--- config.mk ---
export PLATFORM = sky130hd
export DESIGN_NAME = exp_conductance_synapse
export DESIGN_NICKNAME = d
export VERILOG_FILES = /design/src/sv/ecs_pkg.sv /design/src/sv/exp_conductance_synapse.sv /design/src/sv/ecs_ctrl.sv /design/src/sv/ecs_dp.sv
export SDC_FILE = /design/constraint.sdc
export NUM_CORES = 2
export LEC_CHECK = 0
export BUFFER_PORTS_ARGS = -buffer_cell sky130_fd_sc_hd__buf_2
export CORE_ASPECT_RATIO = 1.2
export CORE_MARGIN = 1.5
export CORE_UTILIZATION = 40
export CTS_BUF_LIST = sky130_fd_sc_hd__clkbuf_4 sky130_fd_sc_hd__clkbuf_8
export DETAILED_ROUTE_END_ITERATION = 8
export HOLD_SLACK_MARGIN = 0.12
export PLACE_DENSITY = 0.54
export SLEW_MARGIN = 25
export SYNTH_ARGS = -nofsm -noshare
export SYNTH_HDL_FRONTEND = slang
export SYNTH_HIERARCHICAL = 1
export SYNTH_SLANG_ARGS = --single-unit
--- constraint.sdc ---
create_clock -name clk -period 11.66 [get_ports clk]
set_input_delay 0.583 -clock clk [delete_from_list [all_inputs] [get_ports clk]]
set_output_delay 0.583 -clock clk [all_outputs]
set_load 0.05 [all_outputs]
--- src/sv/ecs_pkg.sv ---
// Shared types and codes for the exponential conductance synapse.
// No dependencies; imported by ecs_ctrl, ecs_dp and exp_conductance_synapse.
package ecs_pkg;

  // command codes on the input channel
  localparam logic [1:0] CMD_ADD   = 2'd0;
  localparam logic [1:0] CMD_TICK  = 2'd1;
  localparam logic [1:0] CMD_CLEAR = 2'd2;

  // result status codes
  localparam logic [1:0] ST_OK    = 2'd0;
  localparam logic [1:0] ST_ORDER = 2'd1;
  localparam logic [1:0] ST_FULL  = 2'd2;

  // configuration register indexes
  localparam logic [2:0] REG_MODE   = 3'd0;
  localparam logic [2:0] REG_REV    = 3'd1;
  localparam logic [2:0] REG_DECAY  = 3'd2;
  localparam logic [2:0] REG_DELAY  = 3'd3;
  localparam logic [2:0] REG_WEIGHT = 3'd4;

  localparam logic [15:0] WEIGHT_RESET = 16'd4096;  // 1.0 in Q4.12
  localparam logic [23:0] G_MAX        = 24'hFFFFFF;
  localparam logic [24:0] G_ONE        = 25'h0010000;

  typedef struct packed {
    logic        mode;
    logic [15:0] rev;     // signed Q8.8
    logic [15:0] decay;   // unsigned Q0.16
    logic [15:0] delay;
    logic [15:0] weight;  // signed Q4.12
  } cfg_t;

  // controller to datapath commands
  typedef struct packed {
    logic load_in;
    logic update;
    logic mul1;
    logic mul2;
    logic load_out;
  } ctrl_cmd_t;

endpackage

--- src/sv/exp_conductance_synapse.sv ---
// Top level of the exponential conductance synapse: ports, configuration
// registers, and the ecs_ctrl / ecs_dp pair. Depends on ecs_pkg.
//
//  channel  ports                                payload
//  -------  -----------------------------------  ---------------------------
//  input    in_tvalid  in_tready  in_tdata[47:0]  time_stamp, membrane_potential
//                      in_tuser[1:0]             cmd
//  result   out_tvalid out_tready out_tdata[63:0] syn_current, conductance_out,
//                      out_tuser[1:0]            pending_spikes; status
//  config   cfg_valid  cfg_ready  cfg_index[2:0]  register write, cfg_data[15:0]
//
// Each item goes through these steps from its transfer to the earliest next transfer:
// capture, queue and conductance update (one registered queue read plus the
// decay multiply), weight multiply, reversal-potential multiply, result load.
// The next item is taken while a loaded result still waits on out_tready.
// If the result register is still occupied, the block holds in its last step.
// rst_n (synchronous, active low) clears control, conductance, queue pointers
// and configuration; queue contents are left as they are.
module exp_conductance_synapse #(
  parameter int QUEUE_DEPTH = 16
) (
  input  logic        clk,
  input  logic        rst_n,
  input  logic        in_tvalid,
  output logic        in_tready,
  input  logic [47:0] in_tdata,   // [31:0] time_stamp, [47:32] membrane_potential
  input  logic [1:0]  in_tuser,   // [1:0] cmd
  output logic        out_tvalid,
  input  logic        out_tready,
  output logic [63:0] out_tdata,  // [31:0] syn_current, [55:32] conductance_out,
                                  // [60:56] pending_spikes, [63:61] zero
  output logic [1:0]  out_tuser,  // [1:0] status
  input  logic        cfg_valid,
  output logic        cfg_ready,
  input  logic [2:0]  cfg_index,
  input  logic [15:0] cfg_data
);
  import ecs_pkg::*;

  cfg_t       cfg_r;
  ctrl_cmd_t  cmd;
  logic [31:0] res_current;
  logic [23:0] res_g;
  logic [4:0]  res_pending;
  logic [1:0]  res_status;

  // Writes must arrive only while idle, a duty of the user that the block does not enforce; it always takes them.
  assign cfg_ready = 1'b1;

  always_ff @(posedge clk) begin
    if (!rst_n) begin
      cfg_r.mode   <= 1'b0;
      cfg_r.rev    <= '0;
      cfg_r.decay  <= '0;
      cfg_r.delay  <= '0;
      cfg_r.weight <= WEIGHT_RESET;
    end else if (cfg_valid) begin
      case (cfg_index)
        REG_MODE:   cfg_r.mode   <= cfg_data[0];
        REG_REV:    cfg_r.rev    <= cfg_data;
        REG_DECAY:  cfg_r.decay  <= cfg_data;
        REG_DELAY:  cfg_r.delay  <= cfg_data;
        REG_WEIGHT: cfg_r.weight <= cfg_data;
        default: ;  // drop writes to unused indexes
      endcase
    end
  end

  ecs_ctrl u_ctrl (
    .clk        (clk),
    .rst_n      (rst_n),
    .in_tvalid  (in_tvalid),
    .in_tready  (in_tready),
    .out_tvalid (out_tvalid),
    .out_tready (out_tready),
    .cmd        (cmd)
  );

  ecs_dp #(
    .QUEUE_DEPTH (QUEUE_DEPTH)
  ) u_dp (
    .clk         (clk),
    .rst_n       (rst_n),
    .cfg         (cfg_r),
    .cmd         (cmd),
    .in_cmd      (in_tuser),
    .in_time     (in_tdata[31:0]),
    .in_pot      (in_tdata[47:32]),
    .res_status  (res_status),
    .res_current (res_current),
    .res_g       (res_g),
    .res_pending (res_pending)
  );

  assign out_tdata = {3'b000, res_pending, res_g, res_current};
  assign out_tuser = res_status;

endmodule

--- src/sv/ecs_ctrl.sv ---
// Sequencer for the synapse: capture, update, two multiplies, output load.
// Depends on ecs_pkg for the command struct.
module ecs_ctrl (
  input  logic               clk,
  input  logic               rst_n,
  input  logic               in_tvalid,
  output logic               in_tready,
  output logic               out_tvalid,
  input  logic               out_tready,
  output ecs_pkg::ctrl_cmd_t cmd
);
  import ecs_pkg::*;

  localparam logic [2:0] S_IDLE = 3'd0;
  localparam logic [2:0] S_UPD  = 3'd1;
  localparam logic [2:0] S_MUL1 = 3'd2;
  localparam logic [2:0] S_MUL2 = 3'd3;
  localparam logic [2:0] S_DONE = 3'd4;

  logic [2:0] state_r, state_nxt;
  logic       out_valid_r, out_valid_nxt;
  logic       slot_free;

  assign slot_free  = !out_valid_r || out_tready;
  assign in_tready  = (state_r == S_IDLE);
  assign out_tvalid = out_valid_r;

  always_comb begin
    state_nxt    = state_r;
    cmd.load_in  = 1'b0;
    cmd.update   = 1'b0;
    cmd.mul1     = 1'b0;
    cmd.mul2     = 1'b0;
    cmd.load_out = 1'b0;
    case (state_r)
      S_IDLE: begin
        if (in_tvalid) begin
          cmd.load_in = 1'b1;
          state_nxt   = S_UPD;
        end
      end
      S_UPD: begin
        cmd.update = 1'b1;
        state_nxt  = S_MUL1;
      end
      S_MUL1: begin
        cmd.mul1  = 1'b1;
        state_nxt = S_MUL2;
      end
      S_MUL2: begin
        cmd.mul2  = 1'b1;
        state_nxt = S_DONE;
      end
      S_DONE: begin
        // hold until the output register can take the result
        if (slot_free) begin
          cmd.load_out = 1'b1;
          state_nxt    = S_IDLE;
        end
      end
      default: state_nxt = S_IDLE;
    endcase
  end

  always_comb begin
    out_valid_nxt = out_valid_r;
    if (out_tready) out_valid_nxt = 1'b0;
    if (cmd.load_out) out_valid_nxt = 1'b1;
  end

  always_ff @(posedge clk) begin
    if (!rst_n) begin
      state_r     <= S_IDLE;
      out_valid_r <= 1'b0;
    end else begin
      state_r     <= state_nxt;
      out_valid_r <= out_valid_nxt;
    end
  end

  a_accept_to_upd: assert property (@(posedge clk) disable iff (!rst_n)
    (in_tvalid && in_tready) |=> (state_r == S_UPD))
    else $error("accepted item did not enter update");

  a_mul2_to_done: assert property (@(posedge clk) disable iff (!rst_n)
    (state_r == S_MUL2) |=> (state_r == S_DONE))
    else $error("sequence skipped done state");

  a_no_overwrite: assert property (@(posedge clk) disable iff (!rst_n)
    cmd.load_out |-> (!out_valid_r || out_tready))
    else $error("result overwrote an untaken result");

  a_load_shows: assert property (@(posedge clk) disable iff (!rst_n)
    cmd.load_out |=> out_valid_r)
    else $error("loaded result not presented");

endmodule

--- src/sv/ecs_dp.sv ---
// Datapath: arrival queue memory, conductance register, current multipliers
// and result register. Depends on ecs_pkg; driven by ecs_ctrl commands.
module ecs_dp #(
  parameter int QUEUE_DEPTH = 16
) (
  input  logic               clk,
  input  logic               rst_n,
  input  ecs_pkg::cfg_t      cfg,
  input  ecs_pkg::ctrl_cmd_t cmd,
  input  logic [1:0]         in_cmd,
  input  logic [31:0]        in_time,
  input  logic [15:0]        in_pot,
  output logic [1:0]         res_status,
  output logic [31:0]        res_current,
  output logic [23:0]        res_g,
  output logic [4:0]         res_pending
);
  import ecs_pkg::*;

  localparam int PW = $clog2(QUEUE_DEPTH);
  localparam int CW = $clog2(QUEUE_DEPTH + 1);
  localparam logic [PW-1:0] PTR_LAST = PW'(QUEUE_DEPTH - 1);
  localparam logic [CW-1:0] CNT_FULL = CW'(QUEUE_DEPTH);

  logic [31:0] mem [QUEUE_DEPTH];
  logic [31:0] head_r;

  logic [1:0]  cmd_r;
  logic [31:0] ts_r;        // arrival time for add, step time for tick
  logic signed [16:0] diff_r;

  logic [PW-1:0] rd_ptr_r, rd_ptr_nxt, wr_ptr_r, wr_ptr_nxt;
  logic [CW-1:0] cnt_r, cnt_nxt;
  logic [31:0]   newest_r;
  logic [23:0]   g_r, g_nxt;
  logic [1:0]    status_r, status_nxt;
  logic          wr_en;

  logic [24:0]   g_inc;
  logic [39:0]   g_dec;
  logic signed [39:0] wg_r;
  logic signed [39:0] wg_full;
  logic signed [56:0] prod_r;
  logic signed [36:0] prod_sh;
  logic [31:0]   cur;

  function automatic logic [PW-1:0] ptr_inc(input logic [PW-1:0] p);
    ptr_inc = (p == PTR_LAST) ? '0 : p + 1'b1;
  endfunction

  // input capture
  always_ff @(posedge clk) begin
    if (cmd.load_in) begin
      cmd_r  <= in_cmd;
      ts_r   <= (in_cmd == CMD_ADD) ? in_time + {16'd0, cfg.delay} : in_time;
      diff_r <= $signed({cfg.rev[15], cfg.rev}) - $signed({in_pot[15], in_pot});
    end
  end

  // queue memory, registered head read
  always_ff @(posedge clk) begin
    if (wr_en) mem[wr_ptr_r] <= ts_r;
    head_r <= mem[rd_ptr_r];
  end

  assign g_inc = {1'b0, g_r} + G_ONE;
  assign g_dec = {16'd0, g_r} * {24'd0, cfg.decay};

  always_comb begin
    rd_ptr_nxt = rd_ptr_r;
    wr_ptr_nxt = wr_ptr_r;
    cnt_nxt    = cnt_r;
    g_nxt      = g_r;
    status_nxt = ST_OK;
    wr_en      = 1'b0;
    if (cmd.update) begin
      case (cmd_r)
        CMD_ADD: begin
          if (cnt_r != '0 && newest_r >= ts_r) begin
            status_nxt = ST_ORDER;
          end else if (cnt_r == CNT_FULL) begin
            status_nxt = ST_FULL;
          end else begin
            wr_en      = 1'b1;
            wr_ptr_nxt = ptr_inc(wr_ptr_r);
            cnt_nxt    = cnt_r + 1'b1;
          end
        end
        CMD_TICK: begin
          if (cnt_r != '0 && head_r == ts_r) begin
            g_nxt      = g_inc[24] ? G_MAX : g_inc[23:0];
            rd_ptr_nxt = ptr_inc(rd_ptr_r);
            cnt_nxt    = cnt_r - 1'b1;
          end else if (g_r <= 24'd1) begin
            g_nxt = '0;
          end else begin
            g_nxt = g_dec[39:16];
          end
        end
        CMD_CLEAR: begin
          rd_ptr_nxt = '0;
          wr_ptr_nxt = '0;
          cnt_nxt    = '0;
          g_nxt      = '0;
        end
        default: ;
      endcase
    end
  end

  always_ff @(posedge clk) begin
    if (!rst_n) begin
      rd_ptr_r <= '0;
      wr_ptr_r <= '0;
      cnt_r    <= '0;
      g_r      <= '0;
    end else begin
      rd_ptr_r <= rd_ptr_nxt;
      wr_ptr_r <= wr_ptr_nxt;
      cnt_r    <= cnt_nxt;
      g_r      <= g_nxt;
    end
  end

  always_ff @(posedge clk) begin
    if (wr_en) newest_r <= ts_r;
    if (cmd.update) status_r <= status_nxt;
  end

  // current: w*g, then w*g*(E-u); w*g always fits in 40 signed bits
  assign wg_full = 40'($signed(cfg.weight)) * 40'($signed({1'b0, g_r}));

  always_ff @(posedge clk) begin
    if (cmd.mul1) wg_r <= wg_full;
    if (cmd.mul2) prod_r <= 57'(wg_r) * 57'(diff_r);
  end

  assign prod_sh = prod_r[56:20];

  always_comb begin
    if (!cfg.mode) begin
      cur = {{4{wg_r[39]}}, wg_r[39:12]};
    end else if (prod_sh[36:31] == {6{prod_sh[31]}}) begin
      cur = prod_sh[31:0];
    end else if (prod_sh[36]) begin
      cur = 32'h80000000;
    end else begin
      cur = 32'h7FFFFFFF;
    end
  end

  always_ff @(posedge clk) begin
    if (cmd.load_out) begin
      res_status  <= status_r;
      res_current <= cur;
      res_g       <= g_r;
      res_pending <= 5'(cnt_r);
    end
  end

  a_count_bound: assert property (@(posedge clk) disable iff (!rst_n)
    cnt_r <= CNT_FULL)
    else $error("queue count beyond depth");

  a_no_write_full: assert property (@(posedge clk) disable iff (!rst_n)
    wr_en |-> (cnt_r != CNT_FULL))
    else $error("write into full queue");

  a_ptr_spacing: assert property (@(posedge clk) disable iff (!rst_n)
    (cnt_r == '0) |-> (rd_ptr_r == wr_ptr_r))
    else $error("empty queue with split pointers");

endmodule

Word-level counts from Yosys, hierarchy flattened
Memory sizes are Yosys's and may differ from the RTL's. A register that Yosys moved wholly into a read port is not among the register bits.
Index checks and enable logic that the tools add are counted.

operators by class
  add/subtract/negate cells = 7
  $mul = 3
  magnitude comparators = 2
  equal/unequal tests = 20
  multiplexer cells = 39
  bitwise logic cells = 1
  reductions and logical operators = 24

operator list
  operator                                                          number
  2-to-1 mux 32 bit                                                 4
  2-to-1 mux 24 bit                                                 3
  multiplier 40 x 17 -> 57 bit                                      1
  one-hot mux 24 bit (2 select lines)                               1
  multiplier 16 x 25 -> 40 bit                                      1
  multiplier 24 x 16 -> 40 bit                                      1
  adder 32 x 16 -> 32 bit                                           1
  == test 32 bit                                                    1
  greater-or-equal comparator 32 bit                                1
  adder 24 x 17 -> 25 bit (second input constant)                   1
  less-or-equal comparator 24 x 1 -> 1 bit (second input constant)  1
  2-to-1 mux 4 bit                                                  5
  subtractor 16 x 16 -> 17 bit                                      1
  2-to-1 mux 1 bit                                                  16
  one-hot mux 4 bit (2 select lines)                                2
  2-to-1 mux 5 bit                                                  3
  one-hot mux 3 bit (5 select lines)                                1
  one-hot mux 5 bit (3 select lines)                                1
  AND reduction 2 bit                                               7
  == test 3 x 2 -> 1 bit (second input constant)                    4
  adder 4 x 1 -> 4 bit (second input constant)                      2
  == test 4 bit (second input constant)                             2
  == test 3 x 1 -> 1 bit (second input constant)                    2
  == test 3 bit (second input constant)                             2
  23 further kinds                                                  32

storage, ports and cells
  bits in registers = 351
  memory bits (writable) = 512
  bits of input ports = 74
  word-level logic and storage cells = 120
  memories kept = 1

memories
  memory    depth  width  read ports  clocked after memory_dff  write ports  RTL line      text
  u_dp.mem  16     32     1           1                         1            ecs_dp.sv:25  logic [31:0] mem [QUEUE_DEPTH];

Logic depth before layout (Yosys ltp)
  depth in word-level cells = 7
  mapped depth = 26
  depth with buffers taken out = 24

By module
Netlist, hierarchy kept.

modules (own cells, without submodules)
  module                   instances  cells each  area an instance (um^2)  sequential area each (um^2)
  ecs_dp                   1          7137        78932.0                  23512.6
  exp_conductance_synapse  1          240         2493.6                   1301.2
  ecs_ctrl                 1          21          215.2                    80.1

Worst setup path before layout
No wires, ideal clock.

  path kind = register to register
  start = register u_dp.ts_r[29]
  end = memory u_dp.mem[0][0], enable pin
  arrival = 6262 ps
  data required time = 11199 ps
  slack = 4937 ps
  stages on the path, launching flop included = 13
  path buffers = 0
  cells stage by stage = edfxtp_1 > inv_1 > ha_1 > a21o_1 > a21o_1 > a21oi_1 > and3b_1 > nor4b_1 > o41a_1 > o31ai_1 > nor2_1 > nand2_1 > nor3_1

on the way
  word-level cells in the longest chain between the ends = 7

ends and longest elaborated chain
  what                                    RTL line      text
  from (decl)                             ecs_dp.sv:29  logic [31:0] ts_r;
  from (signal assigned)                  ecs_dp.sv:55  ts_r <= (in_cmd == CMD_ADD) ? in_time + {16'd0, cfg.delay} : in_time;
  greater-or-equal comparator 32 bit      ecs_dp.sv:79  if (cnt_r != '0 && newest_r >= ts_r) begin
  logical AND 1 bit                       ecs_dp.sv:79
  2-to-1 mux 1 bit                        ecs_dp.sv:79
  2-to-1 mux 1 bit                        ecs_dp.sv:77  case (cmd_r)
  2-to-1 mux 1 bit                        ecs_dp.sv:76  if (cmd.update) begin
  named net u_dp.wr_en                    ecs_dp.sv:37  logic wr_en;
  2-to-1 mux 1 bit                        ecs_dp.sv:62  if (wr_en) mem[wr_ptr_r] <= ts_r;
  2-to-1 mux 1 bit (implied by the code)  ecs_dp.sv:62
  to (decl)                               ecs_dp.sv:25

The timed path passes the listed nets, and every way through them passes these cells.

Final worst setup path
  start = register u_dp.diff_r[2]
  end = register u_dp.prod_r[49] (data pin)

on the way
  word-level cells in the longest chain between the ends = 1

ends and longest elaborated chain
  what                          RTL line       text
  from (decl)                   ecs_dp.sv:30   logic signed [16:0] diff_r;
  from (signal assigned)        ecs_dp.sv:56   diff_r <= $signed({cfg.rev[15], cfg.rev}) - $signed({in_pot[15], in_pot});
  multiplier 40 x 17 -> 57 bit  ecs_dp.sv:135  if (cmd.mul2) prod_r <= 57'(wg_r) * 57'(diff_r);
  to (signal assigned)          ecs_dp.sv:135
  to (decl)                     ecs_dp.sv:43   logic signed [56:0] prod_r;

No other way between the ends.
A chain may end at the register's enable or synchronous reset.

==> impl_metrics.json <==
{
  "syn_inst": 7398,
  "dieArea_um2": 207000,
  "io_pins": 143,
  "async_flop_share": 0,
  "wl_per_cell_um": 21.9,
  "critical_path_class": "flip-flop to flip-flop",
  "synth_edf_count": 737,
  "antenna_found_initial": 10,
  "clock.fmax_mhz": 128,
  "critPathMaxStageDelay_ns": 0.85,
  "clock_latency_ns": 0.94,
  "final_antenna_net_count": 0,
  "synth_warnings": 6,
  "synth_area_leader_cell": "fa_1",
  "period_share": 0.667,
  "chipHeight_um": 498,
  "synthTopCellsByArea": "fa_1 (31%), edfxtp_1 (27%), ha_1 (6.9%)",
  "fin_setup_tns_ns": 0,
  "finalCoreUtilization": 0.440,
  "vdd_drop_max_mv": 0.730,
  "slowest_stage": "edfxtp_1",
  "path_clk_slew_ns": 0.06,
  "drc": 0,
  "fillers": 19100,
  "fin_crit_ns": 7.78,
  "hold_violations": 0,
  "synth_seq_cells": 875,
  "grtUsageTotal": 0.222,
  "cts_max_level": 4,
  "via_per_inst": 5.17,
  "worst_path_most_repeated_cell": "fa_1",
  "core_area_um2": 203000,
  "drt_iter0_markers": 3196,
  "final_cell_mix": "inv_1 (1458), fa_1 (1254), nand2_1 (1060)",
  "yosysSeqAreaShare": 0.305,
  "cts_sinks": 875,
  "setup_violations": 0,
  "cp-end-kind": "flip-flop",
  "cp.required_ns": 12.35,
  "min_path_type": "primary input to flip-flop",
  "grt_pass1_wl_um": 349000,
  "dp_hpwl_um": 158000,
  "rsz0062_at_grt": "false",
  "slew_viol_final": 0,
  "status": "completed",
  "final_common_cell": "inv_1",
  "grt_overflow": 0,
  "grt_pass1_vias": 58100,
  "initial_core_util": 0.403,
  "rows": 181,
  "cts_buffers": 150,
  "yosysTopAreaCellShare": 0.307,
  "cts_setup_buffers": 0,
  "cts_tree": "yes",
  "skew_ns": 0.0821,
  "ys_types": 91,
  "worstPathArrival_ns": 8.47,
  "cap_violations": 0,
  "fin_nets": 9273,
  "worstMarginPinSlew_ns": 1.08,
  "reg2reg_depth": 23,
  "gp_congestion": 0.869,
  "cp_cell_sequence": "buf_4, nand2_1, fa_1, inv_1, fa_1, inv_1, fa_1, inv_1, fa_1, fa_1, inv_1, fa_1, inv_1, ha_1, a21oi_1, o221ai_1, a2111oi_1, o2111ai_1, nand2_1, a211oi_1, or3_1, a21oi_1, xnor2_1",
  "grt_max_degree": 73,
  "cellLeakagePower_nw": 38.4,
  "power_density_nw_per_um2": 265,
  "portBuffers": 138,
  "holdPathStages": 3,
  "cts_root_buffer": "clkbuf_8",
  "cp_max_fo": 26,
  "vias": 53200,
  "drive_gt1_frac": 0.101,
  "drt-total-wl_um": 225000,
  "syn_area_um2": 81600,
  "start_kind": "flip-flop",
  "syn_area_per_cell_um2": 11.0,
  "dr.pass1.iters": 5,
  "die_x_um": 415,
  "relSlewSlack": 0.280,
  "clock_path_buffers": 3,
  "synthToLayoutAreaGrowth_pct": 9.34,
  "ys.flop_type": "edfxtp_1"
}
where the power goes:
group	switching [W]	leakage [nW]	total [W]	internal, W
Combinational	0.00948	28.8	0.0161	0.00658
Clock	0.00142	1.78	0.00314	0.00172
Sequential	0.000134	7.82	0.00449	0.00436
registers in the layout, indices dropped and copies added (netlist names), 17 cells and up:
signal and cells:
u_dp/ts_r 32, u_dp/newest_r 32, u_dp/mem 512, u_dp/prod_r 37, u_dp/wg_r 40, u_dp/res_current 32, u_dp/diff_r 17, cfg_r 65
u_dp/res_g 24, u_dp/head_r 32, u_dp/g_r 24
Yosys cell counts (11+ instances only):
master,instances
fa_1,1254
dfxtp_1,138
nor4_1,15
a21oi_1,195
a21o_1,74
nand2b_1,49
nand4_1,30
o21ai_0,77
o21ai_1,19
nor2b_1,22
o211ai_1,11
clkbuf_1,331
buf_1,22
nor3_1,28
o21bai_1,21
xor2_1,77
a31oi_1,14
a21boi_1,13
ha_1,447
a211oi_1,20
o21a_1,11
xnor2_1,103
and2_1,549
edfxtp_1,737
and3_1,26
mux2i_1,69
nand3_1,50
nand2_1,1060
inv_1,1458
mux4_2,160
nor2_1,158
path summary, 6_finish.rpt:
kind                                startpoint              end  slack [ns]
worst max-delay path            u_dp/diff_r[2]  u_dp/prod_r[49]        3.88
worst min-delay path              cfg_index[0]        cfg_r[26]        0.20
worst max register to register  u_dp/diff_r[2]  u_dp/prod_r[49]        3.88
worst min register to register       cfg_r[33]        cfg_r[33]        0.47
critical path, delay by kind of cell (launching register included):
family                   cells  cell delay [ns]
buffers and inverters        6             0.75
flip-flops                   1             0.85
XOR/XNOR                     1             0.09
adder cells (fa/ha/maj)      7             3.35
AND/OR/NAND/NOR              3             0.79
AO/OA/AOI/OAI                6             1.72
kinds of logic (layout without fill, tap and decap cells):
kind of cell | Yosys count | count (layout) | synth area share
and+or+nand+nor | 2044 | 2044 | 0.119
buffers and inverters | 1834 | 2057 | 0.0856
adders and majority gates | 1701 | 1701 | 0.376
DFF | 875 | 875 | 0.305
AOI/OAI and AO/OA | 531 | 531 | 0.0417
muxes | 231 | 231 | 0.0529
xor gates and xnor gates | 180 | 180 | 0.0193
other | 2 | 9 | 0.0000920
cell type report:
class	instances	area, um2	area share
repair buffers	321	2200	0.0246
flip-flops and latches	875	24900	0.279
clock buffers	208	2610	0.0293
clock inverters	69	792	0.00887
multi-input cells	4691	49900	0.559
inverters	1459	5480	0.0614
well taps	2653	3320	0.0372
diodes	5	12.5	0.000140
per-layer routing:
metal / part of all wire / up-vias / track usage
met5: 0.000040 / - / 0
li1: - / 23400 / -
met3: 0.049 / 358 / 0.0285
met2: 0.50 / 1371 / 0.388
met1: 0.41 / 28000 / 0.283
met4: 0.036 / 2 / 0.0775
timing repair:
| item | CTS | global route |
|---|---|---|
| hold buffers | 45 | 0 |
| endpoints found under the hold margin | 39 | 0 |
| setup endpoints to repair | 0 | 0 |
| gates resized for setup | 0 | 0 |
stage by stage:
stage          cell area, um2  instances  hold WS [ns]  setup WS [ns]  power, W
6_report                89300      10300         0.201           3.88    0.0237
5_1_grt                 89300      10300         0.168           3.45    0.0260
4_1_cts                 89200      10300         0.134           3.71    0.0239
3_5_place_dp            85400       9954         0.452           3.63    0.0206
3_3_place_gp            85300       9953         0.442           3.71    0.0204
2_1_floorplan           81600       7400         0.400           4.94    0.0161
(Power assumes the default switching activity.)
